`src/rtl/lcg_pkg.sv`:
```
`timescale 1ns / 1ps

package lcg_pkg;

  // bitmap depth and widths fixed by the value range
  localparam int MAX_MOD = 16384;
  localparam int ADDR_W  = $clog2(MAX_MOD);
  localparam int VAL_W   = 14;
  localparam int CNT_W   = 15;
  localparam int MOD_W   = 15;
  localparam int PROD_W  = 2 * VAL_W;
  localparam int SUM_W   = PROD_W + 1;
  // dividend padded to an even width, two quotient bits per cycle
  localparam int DVD_W     = SUM_W + (SUM_W % 2);
  localparam int MOD_ITERS = DVD_W / 2;
  localparam int ITER_W    = $clog2(MOD_ITERS);

  localparam logic [VAL_W-1:0] MULT_RST = 14'd2061;
  localparam logic [VAL_W-1:0] INC_RST  = 14'd4321;
  localparam logic [MOD_W-1:0] MOD_RST  = 15'd10000;
  localparam logic [MOD_W-1:0] MOD_CAP  = MOD_W'(MAX_MOD);

  typedef enum logic [1:0] {
    REG_MULTIPLIER = 2'd0,
    REG_INCREMENT  = 2'd1,
    REG_MODULUS    = 2'd2
  } reg_idx_t;

  typedef enum logic [2:0] {
    S_IDLE,
    S_START,
    S_CLEAR,
    S_READ,
    S_CHECK,
    S_MOD,
    S_DONE
  } state_t;

  typedef struct packed {
    logic             start;
    logic [DVD_W-1:0] dividend;
    logic [MOD_W-1:0] modulus;
  } mod_req_t;

  typedef struct packed {
    logic             done;
    logic [VAL_W-1:0] rem;
  } mod_rsp_t;

endpackage

```
`src/rtl/lcg_mod.sv`:
```
`timescale 1ns / 1ps

module lcg_mod (
  input  logic              clk,
  input  logic              rst,
  input  lcg_pkg::mod_req_t req,
  output lcg_pkg::mod_rsp_t rsp
);

  logic                               busy;
  logic                               done;
  logic [lcg_pkg::ITER_W-1:0]         iter;
  logic [lcg_pkg::DVD_W-1:0]          dvd;
  logic [lcg_pkg::MOD_W-1:0]          m;
  logic [lcg_pkg::VAL_W-1:0]          rem;
  logic [lcg_pkg::MOD_W-1:0]          t1;
  logic [lcg_pkg::MOD_W-1:0]          t2;
  logic [lcg_pkg::VAL_W-1:0]          r1;
  logic [lcg_pkg::VAL_W-1:0]          r2;

  // two restoring steps per cycle, remainder always below m
  always_comb begin
    t1 = {rem, dvd[lcg_pkg::DVD_W-1]};
    r1 = (t1 >= m) ? lcg_pkg::VAL_W'(t1 - m) : lcg_pkg::VAL_W'(t1);
    t2 = {r1, dvd[lcg_pkg::DVD_W-2]};
    r2 = (t2 >= m) ? lcg_pkg::VAL_W'(t2 - m) : lcg_pkg::VAL_W'(t2);
  end

  always_ff @(posedge clk) begin
    if (rst) begin
      busy <= 1'b0;
      done <= 1'b0;
      iter <= '0;
    end else begin
      done <= 1'b0;
      if (req.start) begin
        busy <= 1'b1;
        iter <= '0;
      end else if (busy) begin
        iter <= iter + 1'b1;
        if (iter == lcg_pkg::ITER_W'(lcg_pkg::MOD_ITERS - 1)) begin
          busy <= 1'b0;
          done <= 1'b1;
        end
      end
    end
  end

  always_ff @(posedge clk) begin
    if (req.start) begin
      dvd <= req.dividend;
      m   <= req.modulus;
      rem <= '0;
    end else if (busy) begin
      dvd <= {dvd[lcg_pkg::DVD_W-3:0], 2'b00};
      rem <= r2;
    end
  end

  assign rsp.done = done;
  assign rsp.rem  = rem;

`ifndef NO_ASSERTIONS
  a_no_restart: assert property (@(posedge clk) disable iff (rst) req.start |-> !busy)
    else $error("modulo unit restarted while busy");
  a_busy_after_start: assert property (@(posedge clk) disable iff (rst) req.start |=> busy)
    else $error("modulo unit not busy after start");
  a_rem_range: assert property (@(posedge clk) disable iff (rst)
    done |-> ({1'b0, rem} < m))
    else $error("remainder not below modulus");
`endif

endmodule

```
`config.mk`:
```
export PLATFORM = sky130hd
export DESIGN_NAME = lcg_mod
export DESIGN_NICKNAME = d
export VERILOG_FILES = /design/src/rtl/lcg_pkg.sv /design/src/rtl/lcg_mod.sv
export SDC_FILE = /design/constraint.sdc
export NUM_CORES = 1
export LEC_CHECK = 0
export ABC_AREA = 1
export BUFFER_PORTS_ARGS = -buffer_cell sky130_fd_sc_hd__buf_2
export CAP_MARGIN = 20
export CORE_AREA = 2 2 87 110
export CTS_BUF_LIST = sky130_fd_sc_hd__clkbuf_4 sky130_fd_sc_hd__clkbuf_8
export CTS_CLUSTER_DIAMETER = 50
export CTS_CLUSTER_SIZE = 16
export DETAILED_ROUTE_END_ITERATION = 16
export DIE_AREA = 0 0 89 112
export PLACE_DENSITY_LB_ADDON = 0.12
export REMOVE_ABC_BUFFERS = 1
export SKIP_CTS_REPAIR_TIMING = 1
export SYNTH_ARGS = -nofsm -noshare
export SYNTH_HDL_FRONTEND = slang
export SYNTH_SLANG_ARGS = --single-unit
```
`constraint.sdc`:
```
create_clock -name clk -period 3.2 [get_ports clk]
set_input_delay 0.32 -clock clk [delete_from_list [all_inputs] [get_ports clk]]
set_output_delay 0.32 -clock clk [all_outputs]
set_load 0.05 [all_outputs]
```
==> summary.md, run 1 <==
| Metric | Value |
|---|---|
| Peak supply drop | approximately 0.00044 V |
| Fmax | 0.2973 GHz |
| Std-Cell Core Area | 8979 µm² |
| Initial Util | 52.09% |
| Clock-pin slew reported for the worst setup and hold paths after clock tree synthesis | 0.07 ns |
| Buffers added on ports | 62 |
| Count of cell types in the netlist | 36 |
| Pre-CTS setup slack | -0.2932 ns |
| Power density normalized to cell area | 354.5 nW/µm² |
| Fill cell count | ~740 |
| Count of mapped cells out of synthesis | 639 |
| Full die area | 9968 µm² |
| Synth Cell Area | 4677 µm² |
| Initial antenna violation count | 0 |
| Final worst slack | -0.1641 ns |
| Total Power | 0.002316 W |
| Measured slew at the worst slew-check pin | 0.8231 ns |
| Post-synthesis cell type with the largest combined area | edfxtp_1 |
| Die width | 89 µm |
| Post-synthesis sequential area ratio | 37.45% |
| Violated checks | setup timing |
| Post-detailed-routing wire length | 13560 µm |
| Non-filler instance count after layout | just over 900 |
| Clock period minus worst slack | 3.364 ns |
| Kind of start point of the critical path | flop |
| Worst clock skew on the final layout | 0.007749 ns |
| Slew Viols, Final | 0 |
| TritonCTS clock tree | built |
| Final critical-path share of the clock period | 105.1% |
| Ratio of cells with drive above 1 in the final layout | around 36% |
| # diodes | 0 |
| CTS root buffer | clkbuf_8 |
| DPL Wire Length | approximately 10000 µm |
| Crit end category | flop |
| First-pass GRT wire length | approximately 21000 µm |
| Register Area | 1752 µm² |
| Min-delay worst type | input port to flop |
| Count of TritonRoute iterations in the first routing pass | 5 |
| Overflow left after global routing | 0 |
| Via count of the first global-routing pass | ~4700 |
| Vias after detailed routing | 4823 |
| Clock latency on the worst-skew pair | 0.36 ns |
| Hold Fails Final Rpt | 0 |
| Portion of synthesized cell area occupied by the leading cell type | just under 30% |
| DRC viols | 0 |
| Weighted congestion reported at the end of routability-driven placement | approximately 0.96 |
| Number of warnings printed during yosys synthesis | 0 |
| Signed area change from the synthesized netlist to the final layout | 39.70% |
| Routed Antenna Nets | 0 |
| Number of sinks handled by clock tree synthesis | 65 |
| Max-Slew Margin vs Limit | 45.07% |
| Critical path required time | 3.45 ns |
| Y dimension of the die | 112 µm |
| Final core occ | between 70 and 80% |
| Main area contributors after synthesis | edfxtp_1 (29%), nand2_1 (21%), dfxtp_1 (8.6%) |
| Flop and latch count out of synthesis | 65 |
| Fin nets | 877 |
| Num ports | 63 |
| Total leakage power | 3.487 nW |
| Data arrival time at the worst-slack endpoint | 3.61 ns |
| Placed cell count | 900 |
| CTS max path bufs | 2 |
| Maximum fanout along the worst path | 7 |
| Area of the multi-input gates | between 3000 and 4000 µm² |
| Final Setup Violations | 13 |
| Number of buffers inserted during clock tree synthesis | 9 |
| Count of routing violations after the opening detailed-route iteration | 301 |
| Overall track demand over capacity in global routing | a little over a quarter |
| Max_cap viols | 0 |
| Number of placement rows | 39 |
| Routed WL per cell | 14.70 µm |
| Setup CP Type | flop to flop |
| Average instance area after synthesis | 7.319 µm² |
| H-tree depth reported by CTS | 3 |
| Unrepaired setup endpoints after global routing | true |
| Result of the run | finished with violations |
| Number of vias per cell after detailed routing | about 5.2 |
| Largest net degree at the start of global routing | 34 |
-- cells in the final DEF, fill, tap and decap left out, types with 2 or more instances in the layout --
cell and instances:
a21oi_1 20, a21oi_2 5, a21oi_4 2, and2_1 2
and3_1 2, buf_2 63, buf_4 90, buf_6 4
clkbuf_4 3, clkbuf_8 10, dfxtp_1 20, edfxtp_1 45
ha_1 12, ha_4 20, inv_1 67, inv_2 17
nand2_1 239, nand2_2 25, nand2_4 6, nand3_1 36
nand3_2 12, nand3_4 4, nand3b_1 6, nand4_1 19
nor2_1 17, nor2_2 6, nor2_4 10, o21ai_0 5
o21ai_2 4, o21bai_1 3, xnor2_1 6, xor2_1 5
-- logic make-up after synthesis --
kind of cell | count (synthesis) | share of synthesized area (%)
and+or+nand+nor | 386 | 36.94
buffers and inverters | 99 | 8.775
DFF | 65 | 37.45
adders and majority gates | 34 | 9.417
AOI/OAI and AO/OA | 44 | 5.351
xor gates and xnor gates | 11 | 2.060
-- synth_stat cells, drive strengths merged --
library cell	count
a21boi	1
buf	7
and2	3
nand2	270
o21bai	4
nor4	1
fa	2
and3	2
o21ai	10
nand3	51
clkbuf	8
edfxtp	45
xor2	5
nand4	20
nand3b	6
nor2	33
ha	32
o211ai	2
dfxtp	20
inv	84
a21oi	27
xnor2	6
-- worst paths after layout --
check	startpoint	end	slack [ns]	cells after the start
worst max-delay path	m[10]	rem[6]	-0.16	19
worst min register to register	iter[3]	iter[3]	0.47	2
worst max register to register	m[10]	rem[6]	-0.16	19
worst min-delay path	req[14]	m[14]	0.14	1
-- metal layers --
layer  GRT usage, %  share of wire [%]
met1          31.77                 40
met2          47.01                 52
met3          4.893                4.0
met4          10.15                3.5
met5              0                  0
-- flip-flops by register name, indices dropped and copies added (netlist names) --
signal and flops:
iter 4, dvd 30, m 15, busy 1, done 1, rem 14
-- metrics by stage --
step	TNS (ns)	area (µm²)	hold slack, ns
4_1_cts	-3.942	5944	0.1220
3_3_place_gp	-2.489	5742	0.4504
2_1_floorplan	-5.605	4582	0.3891
6_report	-1.614	6534	0.1394
5_1_grt	-3.535	6534	0.1253
3_5_place_dp	-3.234	5742	0.4660
-- final cells by class --
| type | instances | area share, % |
|---|---|---|
| Sequential cell | 65 | 26.81 |
| Tap cell | 123 | 2.355 |
| Clock inverter | 3 | 0.6511 |
| Inverter | 84 | 4.826 |
| Timing Repair Buffer | 159 | 16.55 |
| Clock buffer | 13 | 2.451 |
| Multi-Input combinational cell | 476 | 46.36 |
-- critical path, stage by stage, from the launching register on --
cell and delay, ns:
edfxtp_1 0.40, inv_2 0.14, ha_4 0.24, a21oi_2 0.16, nand2_2 0.10, a21oi_4 0.26, nand3_4 0.17, buf_6 0.18
nor2_4 0.12, a21oi_2 0.05, ha_1 0.35, a21oi_2 0.17, o21ai_2 0.10, a21oi_4 0.17, nand2_2 0.09, nor2_4 0.17
clkbuf_16 0.19, nand3_2 0.06, nand3_1 0.08, nand2_1 0.06
-- where the power goes --
part           switching [W]  internal, W  leakage, nW
clock               0.000316     0.000406        0.104
sequential         0.0000233     0.000970        0.618
combinational       0.000334     0.000267         2.77
Power figures use the tool's default switching activity.
==> inputs of run 2 (changes only) <==
Settings changed: PLACE_DENSITY set to 0.82, PLACE_DENSITY_LB_ADDON 0.12 to unset, SKIP_LAST_GASP set to 1.
==> summary.md, run 2 (synthesis results as in run 1) <==
| Metric | Value |
|---|---|
| Clock-pin slew reported for the worst setup and hold paths after clock tree synthesis | 0.07 ns (about the same) |
| H-tree depth reported by CTS | 3 (unchanged) |
| Final Setup Violations | 14 (+1) |
| Post-detailed-routing wire length | 16130 µm (+19%) |
| DRC viols | 0 (unchanged) |
| Clock latency on the worst-skew pair | 0.36 ns (about the same) |
| Fill cell count | 576 (-22%) |
| Hold Fails Final Rpt | 0 (unchanged) |
| Commonest non-fill, non-tap cells in the layout | nand2_1 (221), buf_4 (115), inv_1 (67), buf_2 (62), edfxtp_1 (45) |
| Most flop-heavy register | dvd |
| Via count of the first global-routing pass | 4618 (-1.5%) |
| Worst clock skew on the final layout | 0.006020 ns (-0.001729 ns) |
| Initial Util | 52.09% (unchanged) |
| Std-Cell Core Area | 8979 µm² (unchanged) |
| Overall track demand over capacity in global routing | 26.12% (-0.64 points) |
| CTS root buffer | clkbuf_8 |
| Data arrival time at the worst-slack endpoint | 3.61 ns (about the same) |
| Weighted congestion reported at the end of routability-driven placement | 0.9345 (-2.6%) |
| Fmax | 0.2973 GHz (about the same) |
| Die width | 89 µm (unchanged) |
| # diodes | 0 (unchanged) |
| Critical path required time | 3.45 ns (about the same) |
| Kind of start point of the critical path | flop |
| Y dimension of the die | 112 µm (unchanged) |
| Measured slew at the worst slew-check pin | 0.7970 ns (-0.02608 ns) |
| Setup CP Type | flop to flop |
| Initial antenna violation count | 0 (unchanged) |
| Number of buffers inserted during clock tree synthesis | 9 (unchanged) |
| Overflow left after global routing | 0 (unchanged) |
| Result of the run | finished with violations |
| Flip-flop count of the largest register, all copies and words added | 30 (unchanged) |
| Total leakage power | 3.661 nW (+5.0%) |
| Clock period minus worst slack | 3.363 ns (-0.0006380 ns) |
| Vias after detailed routing | 5344 (+11%) |
| Power density normalized to cell area | 347.8 nW/µm² (-1.9%) |
| Number of placement rows | 39 (unchanged) |
| Buffers added on ports | 62 (unchanged) |
| Full die area | 9968 µm² (unchanged) |
| Min-delay worst type | input port to flop |
| Violated checks | setup timing |
| Largest registers | dvd (30), m (15), rem (14) |
| Pre-CTS setup slack | -0.2689 ns (+0.02430 ns) |
| Routed WL per cell | 16.96 µm (+15%) |
| Slew Viols, Final | 0 (unchanged) |
| Max-Slew Margin vs Limit | 46.81% (+1.7 points) |
| Num ports | 63 (unchanged) |
| Smallest hold slack | 0.1309 ns (-0.008482 ns) |
| Final critical-path share of the clock period | 105.1% (about the same) |
| CTS max path bufs | 2 (unchanged) |
| Number of sinks handled by clock tree synthesis | 65 (unchanged) |
| Count of routing violations after the opening detailed-route iteration | 439 (+46%) |
| Largest net degree at the start of global routing | 36 (+5.9%) |
| Unrepaired setup endpoints after global routing | true |
| Ratio of cells with drive above 1 in the final layout | 43.72% (+7.3 points) |
| Max_cap viols | 0 (unchanged) |
| Routed Antenna Nets | 0 (unchanged) |
| Fin nets | 905 (+3.2%) |
| Maximum fanout along the worst path | 7 (unchanged) |
| Final worst slack | -0.1634 ns (+0.0006380 ns) |
| First-pass GRT wire length | 20380 µm (-2.5%) |
| Count of TritonRoute iterations in the first routing pass | 7 (+2) |
| Signed area change from the synthesized netlist to the final layout | 49.60% |
| Crit end category | flop |
| Most common cell after layout, fill and taps aside | nand2_1 |
| Number of vias per cell after detailed routing | 5.619 (+7.5%) |
| DPL Wire Length | 10000 µm (-0.34%) |
| TritonCTS clock tree | built |
| Peak supply drop | 0.0003290 V (-26%) |
[run 2: cell types whose count changed in the layout (fill, tap and decap cells not counted), sizes merged]
cell,delta
clkinvlp,+1
nand3,+1
clkbuf,-2
buf,+28
[run 2: layout make-up]
class	count	area [µm²]	share of cell area [%]
tap	123	153.9	2.200
clock buffer	12	165.2	2.361
inverter	84	315.3	4.506
sequential	65	1752	25.04
clock inverter	4	50.05	0.7153
multi-input combinational	477	3264	46.66
timing repair buffer	186	1296	18.53
[run 2: path summary, 6_finish.rpt]
path | from | end | slack [ns] | cells after the start
setup / recovery | m[10] | rem[0] | -0.16 | 19
hold / removal | req[3] | m[3] | 0.13 | 1
setup reg to reg | m[10] | rem[0] | -0.16 | 19
hold reg to reg | iter[3] | iter[3] | 0.48 | 2
[run 2: metal layers]
layer	share of wire [%]	vias up	GRT usage, %
met4	6.7	0	11.94
met2	49	341	43.93
met1	37	2467	31.33
met5	0	-	0
met3	7.1	109	5.708
li1	-	2427	-
[run 2: through the flow]
stage	instance area (µm²)	TNS, ns	utilization (%)	instances	total power [W]
finish	6997	-1.240	77.93	951	0.002434
global route	6997	-2.850	77.93	951	0.002518
CTS	6025	-3.102	67.10	925	0.002271
detailed placement	5809	-2.974	64.70	909	0.001525
global placement	5809	-1.573	64.70	909	0.001509
floorplan	4582	-5.605	-	624	0.001290
[run 2: worst max-delay path: stages (launching register included)]
cell and delay, ns:
edfxtp_1 0.38, inv_2 0.12, ha_4 0.23, a21oi_1 0.20, nand2_2 0.12, a21oi_4 0.22
buf_4 0.16, nand3_4 0.16, nand2_1 0.19, nand2_2 0.11, ha_4 0.31, nand2_1 0.08
nor2_1 0.15, nand4_1 0.13, buf_6 0.15, buf_4 0.14, nand3_4 0.12, nand2_1 0.09
o211ai_1 0.11, nand2_1 0.07
[run 2: where the power goes]
group | total (W) | switching (W) | internal (W) | leakage [nW]
clock network | 0.000754 | 0.000332 | 0.000422 | 0.105
registers | 0.000994 | 0.0000244 | 0.000970 | 0.618
logic | 0.000685 | 0.000378 | 0.000307 | 2.94
total | 0.00243 | 0.000735 | 0.00170 | 3.66
